`src/hdl/gregorian_date_add_period_macros.svh`:
```
// assertion helpers used by the asserting top-level file
`ifndef GREGORIAN_DATE_ADD_PERIOD_MACROS_SVH
`define GREGORIAN_DATE_ADD_PERIOD_MACROS_SVH

// same-cycle implication, disabled while reset is held
`define GDAP_ASSERT_NOW(label, clk, rst_n, a, b, msg) \
    label: assert property (@(posedge clk) disable iff (!rst_n) (a) |-> (b)) \
        else $error(msg);

// next-cycle implication, disabled while reset is held
`define GDAP_ASSERT_NEXT(label, clk, rst_n, a, b, msg) \
    label: assert property (@(posedge clk) disable iff (!rst_n) (a) |=> (b)) \
        else $error(msg);

`endif

```
`src/hdl/gdap_pkg.sv`:
```
package gdap_pkg;

    // true year: start year, added years, month carries and peeled days
    localparam int YEAR_W  = 17;
    localparam int OUT_Y_W = 14;
    localparam int MONTH_W = 4;
    localparam int DAY_W   = 5;
    localparam int CNT_W   = 8;

    localparam logic [MONTH_W-1:0] MONTH_JAN = 4'd1;
    localparam logic [MONTH_W-1:0] MONTH_FEB = 4'd2;
    localparam logic [MONTH_W-1:0] MONTH_APR = 4'd4;
    localparam logic [MONTH_W-1:0] MONTH_JUN = 4'd6;
    localparam logic [MONTH_W-1:0] MONTH_SEP = 4'd9;
    localparam logic [MONTH_W-1:0] MONTH_NOV = 4'd11;
    localparam logic [MONTH_W-1:0] MONTH_DEC = 4'd12;

    localparam logic [YEAR_W-1:0] CYCLE_400 = 17'd400;
    localparam logic [YEAR_W-1:0] YEAR_100  = 17'd100;
    localparam logic [YEAR_W-1:0] YEAR_200  = 17'd200;
    localparam logic [YEAR_W-1:0] YEAR_300  = 17'd300;
    localparam logic [YEAR_W-1:0] YEAR_399  = 17'd399;

    localparam logic [DAY_W-1:0] LEN_31   = 5'd31;
    localparam logic [DAY_W-1:0] LEN_30   = 5'd30;
    localparam logic [DAY_W-1:0] LEN_29   = 5'd29;
    localparam logic [DAY_W-1:0] LEN_28   = 5'd28;

    typedef enum logic [2:0] {
        S_IDLE,
        S_MOD,
        S_MON,
        S_PEEL,
        S_FIN
    } t_state;

    typedef struct packed {
        logic load;
        logic mod_step;
        logic mon_step;
        logic peel_step;
        logic out_load;
    } t_cmd;

    typedef struct packed {
        logic ymod_ge;
        logic mcnt_zero;
        logic days_zero;
        logic left_gt_len;
        logic out_free;
    } t_status;

    function automatic logic [DAY_W-1:0] month_len(input logic [MONTH_W-1:0] month,
                                                   input logic leap);
        logic [DAY_W-1:0] len;
        case (month) inside
            MONTH_FEB:                                len = leap ? LEN_29 : LEN_28;
            MONTH_APR, MONTH_JUN, MONTH_SEP, MONTH_NOV: len = LEN_30;
            default:                                  len = LEN_31;
        endcase
        return len;
    endfunction

endpackage

```
`src/hdl/gdap_ctrl.sv`:
```
module gdap_ctrl (
    input  logic              i_clk,
    input  logic              i_rst_n,
    input  logic              i_valid,
    input  gdap_pkg::t_status i_status,
    output logic              o_ready,
    output gdap_pkg::t_cmd    o_cmd
);
    import gdap_pkg::*;

    t_state r_state;
    t_state n_state;

    always_ff @(posedge i_clk) begin
        if (!i_rst_n) begin
            r_state <= S_IDLE;
        end else begin
            r_state <= n_state;
        end
    end

    always_comb begin
        n_state = r_state;
        case (r_state)
            S_IDLE: begin
                if (i_valid) n_state = S_MOD;
            end
            S_MOD: begin
                if (!i_status.ymod_ge) n_state = S_MON;
            end
            S_MON: begin
                if (i_status.mcnt_zero) n_state = i_status.days_zero ? S_FIN : S_PEEL;
            end
            S_PEEL: begin
                if (!i_status.left_gt_len) n_state = S_FIN;
            end
            S_FIN: begin
                if (i_status.out_free) n_state = S_IDLE;
            end
            default: n_state = S_IDLE;
        endcase
    end

    always_comb begin
        o_cmd   = '0;
        o_ready = 1'b0;
        case (r_state)
            S_IDLE: begin
                // nothing is taken while reset is held
                o_ready      = i_rst_n;
                o_cmd.load   = i_valid && i_rst_n;
            end
            S_MOD:  o_cmd.mod_step  = i_status.ymod_ge;
            S_MON:  o_cmd.mon_step  = !i_status.mcnt_zero;
            S_PEEL: o_cmd.peel_step = i_status.left_gt_len;
            S_FIN:  o_cmd.out_load  = i_status.out_free;
            default: o_cmd = '0;
        endcase
    end

endmodule

```
`src/hdl/gdap_dp.sv`:
```
module gdap_dp #(
    parameter int MAX_YEAR     = 9999,
    parameter int DAY_ADD_BITS = 16
) (
    input  logic                               i_clk,
    input  logic                               i_rst_n,
    input  gdap_pkg::t_cmd                     i_cmd,
    output gdap_pkg::t_status                  o_status,
    input  logic [13:0]                        i_start_year,
    input  logic [gdap_pkg::MONTH_W-1:0]       i_start_month,
    input  logic [gdap_pkg::DAY_W-1:0]         i_start_day,
    input  logic [7:0]                         i_add_years,
    input  logic [gdap_pkg::CNT_W-1:0]         i_add_months,
    input  logic [15:0]                        i_add_days,
    input  logic                               i_out_ready,
    output logic                               o_out_valid,
    output logic [gdap_pkg::OUT_Y_W-1:0]       o_result_year,
    output logic [gdap_pkg::MONTH_W-1:0]       o_result_month,
    output logic [gdap_pkg::DAY_W-1:0]         o_result_day,
    output logic                               o_year_overflow
);
    import gdap_pkg::*;

    // only the low DAY_ADD_BITS day-count bits (at most the 16 on the port) take part
    localparam int AD_W   = (DAY_ADD_BITS < 16) ? DAY_ADD_BITS : 16;
    localparam int LEFT_W = AD_W + 1;

    logic [YEAR_W-1:0]  r_year;
    logic [YEAR_W-1:0]  r_ymod;
    logic [MONTH_W-1:0] r_month;
    logic [CNT_W-1:0]   r_mcnt;
    logic [LEFT_W-1:0]  r_left;
    logic               r_adz;
    logic [DAY_W-1:0]   r_day;

    logic               r_o_valid;
    logic [OUT_Y_W-1:0] r_o_year;
    logic [MONTH_W-1:0] r_o_month;
    logic [DAY_W-1:0]   r_o_day;
    logic               r_o_ovf;

    logic [YEAR_W-1:0]  year_sum;
    logic [MONTH_W-1:0] month_norm;
    logic [AD_W-1:0]    ad_eff;
    logic               leap;
    logic [DAY_W-1:0]   len;
    logic [YEAR_W-1:0]  n_year;
    logic [YEAR_W-1:0]  n_ymod;
    logic [MONTH_W-1:0] n_month;
    logic               ovf;

    assign year_sum = YEAR_W'(i_start_year) + YEAR_W'(i_add_years);
    assign ad_eff   = i_add_days[AD_W-1:0];

    always_comb begin
        if (i_start_month == '0) begin
            month_norm = MONTH_JAN;
        end else if (i_start_month > MONTH_DEC) begin
            month_norm = MONTH_DEC;
        end else begin
            month_norm = i_start_month;
        end
    end

    // r_ymod stays below 400 once reduction is done
    assign leap = (r_ymod[1:0] == 2'b00) && (r_ymod != YEAR_100) &&
                  (r_ymod != YEAR_200) && (r_ymod != YEAR_300);
    assign len  = month_len(r_month, leap);

    // shared month advance for month stepping and day peeling
    always_comb begin
        n_year  = r_year;
        n_ymod  = r_ymod;
        n_month = r_month + MONTH_W'(1);
        if (r_month >= MONTH_DEC) begin
            n_month = MONTH_JAN;
            n_year  = r_year + YEAR_W'(1);
            n_ymod  = (r_ymod == YEAR_399) ? '0 : r_ymod + YEAR_W'(1);
        end
    end

    always_ff @(posedge i_clk) begin
        if (i_cmd.load) begin
            r_year  <= year_sum;
            r_ymod  <= year_sum;
            r_month <= month_norm;
            r_mcnt  <= i_add_months;
            r_left  <= LEFT_W'(i_start_day) + LEFT_W'(ad_eff);
            r_adz   <= (ad_eff == '0);
            r_day   <= i_start_day;
        end else if (i_cmd.mod_step) begin
            r_ymod  <= r_ymod - CYCLE_400;
        end else if (i_cmd.mon_step) begin
            r_year  <= n_year;
            r_ymod  <= n_ymod;
            r_month <= n_month;
            r_mcnt  <= r_mcnt - CNT_W'(1);
        end else if (i_cmd.peel_step) begin
            r_year  <= n_year;
            r_ymod  <= n_ymod;
            r_month <= n_month;
            r_left  <= r_left - LEFT_W'(len);
        end
    end

    assign ovf = (r_year > YEAR_W'(MAX_YEAR));

    always_ff @(posedge i_clk) begin
        if (!i_rst_n) begin
            r_o_valid <= 1'b0;
        end else if (i_cmd.out_load) begin
            r_o_valid <= 1'b1;
        end else if (i_out_ready) begin
            r_o_valid <= 1'b0;
        end
    end

    always_ff @(posedge i_clk) begin
        if (i_cmd.out_load) begin
            r_o_year  <= ovf ? OUT_Y_W'(MAX_YEAR) : r_year[OUT_Y_W-1:0];
            r_o_month <= r_month;
            r_o_day   <= r_adz ? r_day : r_left[DAY_W-1:0];
            r_o_ovf   <= ovf;
        end
    end

    assign o_status.ymod_ge     = (r_ymod >= CYCLE_400);
    assign o_status.mcnt_zero   = (r_mcnt == '0);
    assign o_status.days_zero   = r_adz;
    assign o_status.left_gt_len = (r_left > LEFT_W'(len));
    assign o_status.out_free    = !r_o_valid || i_out_ready;

    assign o_out_valid     = r_o_valid;
    assign o_result_year   = r_o_year;
    assign o_result_month  = r_o_month;
    assign o_result_day    = r_o_day;
    assign o_year_overflow = r_o_ovf;

endmodule

```
`src/hdl/gregorian_date_add_period.sv`:
```
// one item at a time: o_ready is high only in idle, after the last result is loaded
// the next item is taken while a finished result waits in the output register
// reset: synchronous active-low i_rst_n clears controller state and output valid
module gregorian_date_add_period #(
    parameter int MAX_YEAR     = 9999,
    parameter int DAY_ADD_BITS = 16
) (
    input  logic        i_clk,
    input  logic        i_rst_n,
    // input item channel
    input  logic        i_valid,
    output logic        o_ready,
    input  logic [13:0] i_start_year,
    input  logic [3:0]  i_start_month,
    input  logic [4:0]  i_start_day,
    input  logic [7:0]  i_add_years,
    input  logic [7:0]  i_add_months,
    input  logic [15:0] i_add_days,
    // result item channel
    output logic        o_valid,
    input  logic        i_ready,
    output logic [13:0] o_result_year,
    output logic [3:0]  o_result_month,
    output logic [4:0]  o_result_day,
    output logic        o_year_overflow
);
    import gdap_pkg::*;

    // command and status between the sequencer and the datapath
    t_cmd    cmd;
    t_status status;

    // the sequencer walks: load, reduce year mod 400 by repeated subtraction,
    // step months one at a time, peel whole months off a nonzero day count, then
    // hand the date to the output register once that register is free
    gdap_ctrl u_ctrl (
        .i_clk    (i_clk),
        .i_rst_n  (i_rst_n),
        .i_valid  (i_valid),
        .i_status (status),
        .o_ready  (o_ready),
        .o_cmd    (cmd)
    );

    // the datapath tracks the true year (wider than the port) and its value
    // mod 400 so the leap test needs no divider; saturation happens only when
    // the result is loaded into the output register
    gdap_dp #(
        .MAX_YEAR     (MAX_YEAR),
        .DAY_ADD_BITS (DAY_ADD_BITS)
    ) u_dp (
        .i_clk           (i_clk),
        .i_rst_n         (i_rst_n),
        .i_cmd           (cmd),
        .o_status        (status),
        .i_start_year    (i_start_year),
        .i_start_month   (i_start_month),
        .i_start_day     (i_start_day),
        .i_add_years     (i_add_years),
        .i_add_months    (i_add_months),
        .i_add_days      (i_add_days),
        .i_out_ready     (i_ready),
        .o_out_valid     (o_valid),
        .o_result_year   (o_result_year),
        .o_result_month  (o_result_month),
        .o_result_day    (o_result_day),
        .o_year_overflow (o_year_overflow)
    );

`include "gregorian_date_add_period_macros.svh"

    // an accepted item keeps the block busy for at least the next cycle
    `GDAP_ASSERT_NEXT(a_busy_after_accept, i_clk, i_rst_n, i_valid && o_ready, !o_ready,
                      "input taken while busy")
    // a result is only loaded when the output register can take it
    `GDAP_ASSERT_NOW(a_out_load_free, i_clk, i_rst_n, cmd.out_load, status.out_free,
                     "output register overwritten")
    // a saturated result carries the maximum year
    `GDAP_ASSERT_NOW(a_ovf_year, i_clk, i_rst_n, o_valid && o_year_overflow,
                     o_result_year == 14'(MAX_YEAR), "overflow without saturated year")
    // the month of a result is always a real month
    `GDAP_ASSERT_NOW(a_month_range, i_clk, i_rst_n, o_valid,
                     (o_result_month >= MONTH_JAN) && (o_result_month <= MONTH_DEC),
                     "result month out of range")

endmodule
```
`config.mk`:
```
export PLATFORM = sky130hd
export DESIGN_NAME = gregorian_date_add_period
export DESIGN_NICKNAME = d
export VERILOG_FILES = /design/src/hdl/gdap_pkg.sv /design/src/hdl/gdap_ctrl.sv /design/src/hdl/gdap_dp.sv /design/src/hdl/gregorian_date_add_period.sv
export VERILOG_INCLUDE_DIRS = /design/src /design/src/hdl
export SDC_FILE = /design/constraint.sdc
export NUM_CORES = 1
export LEC_CHECK = 0
export BUFFER_PORTS_ARGS = -buffer_cell sky130_fd_sc_hd__buf_2
export CAP_MARGIN = 20
export CORE_MARGIN = 3
export CORE_UTILIZATION = 50
export CTS_CLUSTER_SIZE = 20
export DETAILED_ROUTE_END_ITERATION = 10
export PLACE_DENSITY = 0.71
export SLEW_MARGIN = 20
export SYNTH_ARGS = -nofsm -noshare
export SYNTH_HDL_FRONTEND = slang
export SYNTH_SLANG_ARGS = --single-unit
```
`constraint.sdc`:
```
create_clock -name i_clk -period 5 [get_ports i_clk]
set_input_delay 0.25 -clock i_clk [delete_from_list [all_inputs] [get_ports i_clk]]
set_output_delay 0.25 -clock i_clk [all_outputs]
set_load 0.05 [all_outputs]
```
# After elaboration in Yosys (flattened, before gate mapping)

Index checks and enable logic that the tools add are counted.

Register bits after elaboration: 97
Output and inout port bits: 26
Logic and storage cells: 112

Add/sub/neg operators: 8
$lt $le $gt $ge: 5
Equality and inequality tests: 20
Multiplexer cells: 44
Reduce and logical (&&, ||, !) cells: 22

Operators by type and width:

| kind                                                                | count |
|---|---|
| two-way mux 17 bit                                                  | 15 |
| adder 17 x 1 -> 17 bit (second input constant)                      | 2 |
| two-way mux 4 bit                                                   | 7 |
| two-way mux 8 bit                                                   | 3 |
| two-way mux 3 bit                                                   | 6 |
| adder 5 x 16 -> 17 bit                                              | 1 |
| equality test 17 x 9 -> 1 bit (second input constant)               | 1 |
| greater-or-equal comparator 17 x 9 -> 1 bit (second input constant) | 1 |
| greater-than comparator 17 x 14 -> 1 bit (second input constant)    | 1 |
| greater-than comparator 17 x 5 -> 1 bit                             | 1 |
| != test 17 x 7 -> 1 bit (second input constant)                     | 1 |
| != test 17 x 8 -> 1 bit (second input constant)                     | 1 |
| != test 17 x 9 -> 1 bit (second input constant)                     | 1 |
| subtractor 17 x 5 -> 17 bit                                         | 1 |
| subtractor 17 x 9 -> 17 bit (second input constant)                 | 1 |
| logical NOT 16 bit                                                  | 1 |
| adder 14 x 8 -> 15 bit                                              | 1 |
| one-hot mux 3 bit (5 select lines)                                  | 1 |
| two-way mux 1 bit                                                   | 10 |
| two-way mux 5 bit                                                   | 2 |
| equality test 4 x 3 -> 1 bit (second input constant)                | 2 |
| equality test 4 bit (second input constant)                         | 2 |
| logical NOT 8 bit                                                   | 1 |
| != test 2 x 1 -> 1 bit (second input constant)                      | 4 |
| other kinds (22)                                                    | 32 |

# Depth between registers and ports, before layout

Depth in word-level cells: 12
Depth in mapped cells: 15
Gate-level depth less buffers: 14

# By module

Synthesis repeated with hierarchy kept, for this count alone.

Cell total of the unflattened synthesis: 682
Area total of the unflattened synthesis: 6626.4 µm²

Modules (own cells, without submodules):

| module    | instances | cells an instance | area each (µm²) |
|---|---|---|---|
| gdap_dp   | 1         | 647               | 6372.4 |
| gdap_ctrl | 1         | 35                | 254.0 |

# Worst setup path before layout

Ideal clock, no wire load.

Path type: register to register
From: reg u_ctrl.r_state[2]
To: reg u_dp.r_ymod[10] (enable)
Library setup time: 0.394 ns
Arrival time: 3.200 ns
Slack: 1.406 ns
Cell stages (with the launch flop): 7
Buffers on the path: 1
Period minus slack after synthesis: 3.594 ns
Cell sequence: dfxtp_1 -> clkbuf_1 -> nor4b_2 -> nand2_1 -> nand2_1 -> nor2_1 -> o21ai_0

Cells in the longest elaborated chain, start to end: 3
Elaborated cells on any way between the ends: 9
Those cells by class: eq/ne (3); mux (4); reduce/logical (2)

Ends and longest elaborated chain:

| element                                              | line            | text |
|---|---|---|
| from (decl)                                          | gdap_ctrl.sv:11 | `t_state r_state;` |
| from (signal assigned)                               | gdap_ctrl.sv:18 | `r_state <= n_state;` |
| equality test 3 x 2 -> 1 bit (tied with other cells) | gdap_ctrl.sv:47 | `case (r_state)` |
| two-way mux 1 bit                                    | gdap_ctrl.sv:47 |  |
| nonzero test 4 bit (no line) (*)                     | n/a             |  |
| to (signal assigned)                                 | gdap_dp.sv:85   | `r_ymod <= year_sum;` |
| to (signal assigned)                                 | gdap_dp.sv:92   | `r_ymod <= r_ymod - CYCLE_400;` |
| to (signal assigned)                                 | gdap_dp.sv:95   | `r_ymod <= n_ymod;` |
| to (decl)                                            | gdap_dp.sv:29   | `logic [YEAR_W-1:0] r_ymod;` |

Every way passes the cells marked *; elsewhere a longest branch is shown, timed or not.
A chain may end at the register's enable or synchronous reset.

# Worst setup path in the final report

From: reg u_dp.r_ymod[9]
To: reg u_dp.r_ymod[10] (enable)

Cells in the longest elaborated chain, start to end: 9
Elaborated cells on any way between the ends: 13
Those cells by class: order compare (2); eq/ne (3); mux (4); reduce/logical (4)

Ends and longest elaborated chain:

| element                                 | line            | text |
|---|---|---|
| != test 17 x 7 -> 1 bit                 | gdap_dp.sv:66   | `assign leap = (r_ymod[1:0] == 2'b00) && (r_ymod != YEAR_100) &&` |
| logical AND 1 bit (2 in a row)          | gdap_dp.sv:66   |  |
| logical AND 1 bit                       | gdap_dp.sv:67   | `(r_ymod != YEAR_200) && (r_ymod != YEAR_300);` |
| two-way mux 1 bit                       | gdap_pkg.sv:57  | `MONTH_FEB: len = leap ? LEN_29 : LEN_28;` |
| two-way mux 5 bit                       | gdap_pkg.sv:56  | `case (month) inside` |
| greater-than comparator 17 x 5 -> 1 bit | gdap_dp.sv:130  | `assign o_status.left_gt_len = (r_left > LEFT_W'(len));` |
| two-way mux 1 bit                       | gdap_ctrl.sv:47 |  |
| nonzero test 4 bit (no line) (*)        | n/a             |  |

Marks and branches as above.

==> summary.md <==
| Metric | Value |
|---|---|
| Post-CTS sizing | 0 |
| Largest net degree at the start of global routing | 56 |
| Syn-to-layout area delta | 13.1% |
| CTS buffer count | 9 |
| IO Pins | 85 |
| Critical Path End Type | flip-flop |
| Post-synthesis mux area share | 1.64% |
| Highest clock rate | 271 MHz |
| RSZ-0062 raised after global routing | no |
| Worst vdd ir | 0.232 mV |
| DRT Wirelength | 15.4 mm |
| H-tree levels | 3 |
| Die W | 119 µm |
| Fin crit period | 3690 ps |
| Setup violators final | 0 |
| Layout Nets | 812 |
| Die Ht | 119 µm |
| Skew-Pair Late Insertion Delay | 350 ps |
| Diodes inserted | 0 |
| Synth cell types | 70 |
| TritonRoute pass-1 iters | 9 |
| CP Max Fanout | 8 |
| Leak Pwr | 2.63 nW |
| Clk slew on worst S/H paths | 70 ps |
| Yosys reg bits | 97 |
| Gr ovfl total | 0 |
| Top_reg_cell synth | edfxtp_1 |
| Total GRT Usage | 22.0% |
| CTS tree | built |
| Routability cong. | 0.925 |
| Share of cells above drive strength 1 | 17.1% |
| Initial core utilization | 52.2% |
| Relative slew slack | 44.2% |
| GR Util met1 | 25.6% |
| Simple-Gate Fraction of Synth Area | 19.9% |
| Post-synthesis cell area | 6400 µm² |
| Post-Synth Adder-Cell Area | 6.61% |
| Fin cells | 894 |
| Fin util | 59.0% |
| Crit path DAT | 3750 ps |
| Clk buf depth | 2 |
| WL/cell | 17.2 µm |
| CTS root buf | clkbuf_16 |
| Number of synthesized flops with an enable pin | 93 |
| Most used routing layer | met2 |
| First-pass GRT wire length | 25.0 mm |
| Yosys warns | 0 |
| Met3 GRT Util | 3.85% |
| Main combinational cell family by area after synthesis | simple AND/OR/NAND/NOR gates |
| DR vias/cell | 5.88 |
| Most common cell after layout, fill and taps aside | edfxtp_1 |
| Sequential area share after synthesis | 44.9% |
| Syn Nets | 739 |
| Hold WC Path Type | input port to flip-flop |
| Post-DP HPWL | 11.6 mm |
| Clock sink total | 97 |
| Setup TNS | 0 ps |
| Final Hold Vio Count | 0 |
| Cells after synthesis | 648 |
| Placement Rows | 40 |
| Asr flop ratio synth | 0% |
| Postcts setup bufs | 0 |
| Post-synthesis xor/xnor area fraction | 8.76% |
| Die area | 14,200 µm² |
| First DRT Iteration DRCs | 355 |
| Fill cell count | 1,045 |
| Drt drc | 0 |
| Dpl cells | 878 |
| Worst slew pin tran | 835 ps |
| Area after DPL | 6950 µm² |
| IO buf count | 84 |
| Number of global-route vias before repair | 5,262 |
| Routed Antenna Nets | 0 |
| Commonest non-fill, non-tap cells in the layout | edfxtp_1, buf_2, nand2_1 |
| Worst clock skew | 7.23 ps |
| Non-Filler Cell Area, Final | 7240 µm² |
| Startpoint types | flip-flop |
| MaxCap Viol Count | 0 |
| Power per cell area | 506 nW/µm² |
| Worst EP required | 5070 ps |
| Max Slew Vio Count | 0 |
| Core area | 12,300 µm² |
| Synth Area in Compound Gates | 14.4% |
| Hold Buf Count CTS | 0 |
| Via count | 5,260 |
| Final worst-path cycle share | 73.7% |
| Initial antenna violation count | 0 |
| Syn_area_per_cell | 9.88 µm² |
| CP Class | flip-flop to flip-flop |
| Design Power | 3.66 mW |
| Outcome | finished, final reports clean |
| M2 GR Usage | 40.4% |
[logic make-up after synthesis]
group,Yosys count
and+or+nand+nor,245
AOI/OAI and AO/OA,143
DFF,97
xor gates and xnor gates,64
buffers and inverters,57
adders and majority gates,32
muxes,10
[through the flow]
step | worst slack, ps | hold WS [ps]
2_1_floorplan | 1410 | 349
3_3_place_gp | 1390 | 447
3_5_place_dp | 1310 | 450
4_1_cts | 1300 | 81.3
5_1_grt | 911 | 80.4
6_report | 1310 | 89.5
[flip-flops by register name, summed over array words and instances, names as in the netlist, 3 cells and up]
signal and flops:
u_ctrl.r_state 3, u_dp.o_result_day 5, u_dp.o_result_month 4, u_dp.o_result_year 14, u_dp.r_day 5, u_dp.r_left 17, u_dp.r_mcnt 8, u_dp.r_month 4
u_dp.r_year 17, u_dp.r_ymod 17
[cell usage after synthesis, types with 3 or more instances]
cell | instances | area (µm²)
xnor2_1 | 37 | 324
a211o_1 | 3 | 26.3
mux2_2 | 4 | 45.0
or4_1 | 4 | 30.0
o22ai_1 | 14 | 87.6
mux2i_1 | 6 | 60.1
fa_1 | 3 | 60.1
a21oi_1 | 25 | 125
xor2_1 | 27 | 236
clkbuf_1 | 15 | 56.3
a311oi_1 | 3 | 26.3
dfxtp_1 | 4 | 80.1
or3_1 | 7 | 43.8
nor2b_1 | 10 | 62.6
nand2_1 | 52 | 195
nor4_1 | 10 | 62.6
a211oi_1 | 4 | 30.0
and2_1 | 8 | 50.1
nand4_1 | 10 | 62.6
a31oi_1 | 9 | 56.3
and3_1 | 11 | 68.8
o221ai_1 | 3 | 26.3
o211ai_1 | 7 | 52.6
ha_1 | 29 | 363
nand2b_1 | 11 | 68.8
edfxtp_1 | 93 | 2790
and4_1 | 4 | 35.0
buf_2 | 9 | 45.0
o21ai_0 | 43 | 215
nor3_1 | 19 | 95.1
nand3_1 | 35 | 175
nor2_1 | 50 | 188
inv_1 | 27 | 101
[metal layers]
metal | wire length (µm) | up-vias
met5 | 0 | -
met4 | 311 | 0
met3 | 855 | 25
met2 | 8010 | 174
met1 | 6240 | 2509
li1 | - | 2552
[final timing paths]
kind	from	endpoint	slack [ps]	cells past startpoint
max	u_dp.r_ymod[9]$_DFFE_PP_	u_dp.r_ymod[10]$_DFFE_PP_	1310	12
min	i_start_day[4]	u_dp.r_day[4]$_DFFE_PP_	90	1
max reg2reg	u_dp.r_ymod[9]$_DFFE_PP_	u_dp.r_ymod[10]$_DFFE_PP_	1310	12
min reg2reg	u_dp.r_month[1]$_DFFE_PP_	u_dp.o_result_month[1]$_DFFE_PP_	550	0
[power by group]
group	internal, mW	switching [mW]	total [mW]	leakage (nW)
Clock	0.336	0.307	0.643	0.131
Combinational	0.557	0.869	1.43	1.60
Sequential	1.29	0.302	1.59	0.901
Total	2.18	1.48	3.66	2.63
[final cells by class]
class | instances | area, µm² | area share (%)
timing repair buffer | 90 | 465 | 6.43
clock inverter | 7 | 46.3 | 0.640
multi-input combinational | 494 | 3310 | 45.7
sequential | 97 | 2870 | 39.7
clock buffer | 9 | 225 | 3.11
inverter | 29 | 109 | 1.50
tap | 168 | 210 | 2.91
[worst max-delay path: stages, from the launching register on]
cell,delay (ps)
edfxtp_1,490
nor3_2,320
nand3_1,120
o32a_1,330
o311ai_0,310
nand3_1,150
ha_1,210
nor2b_1,190
o211ai_1,110
a31oi_1,240
nor2_1,130
o21ai_0,520
buf_4,270
Power figures use the tool's default switching activity.
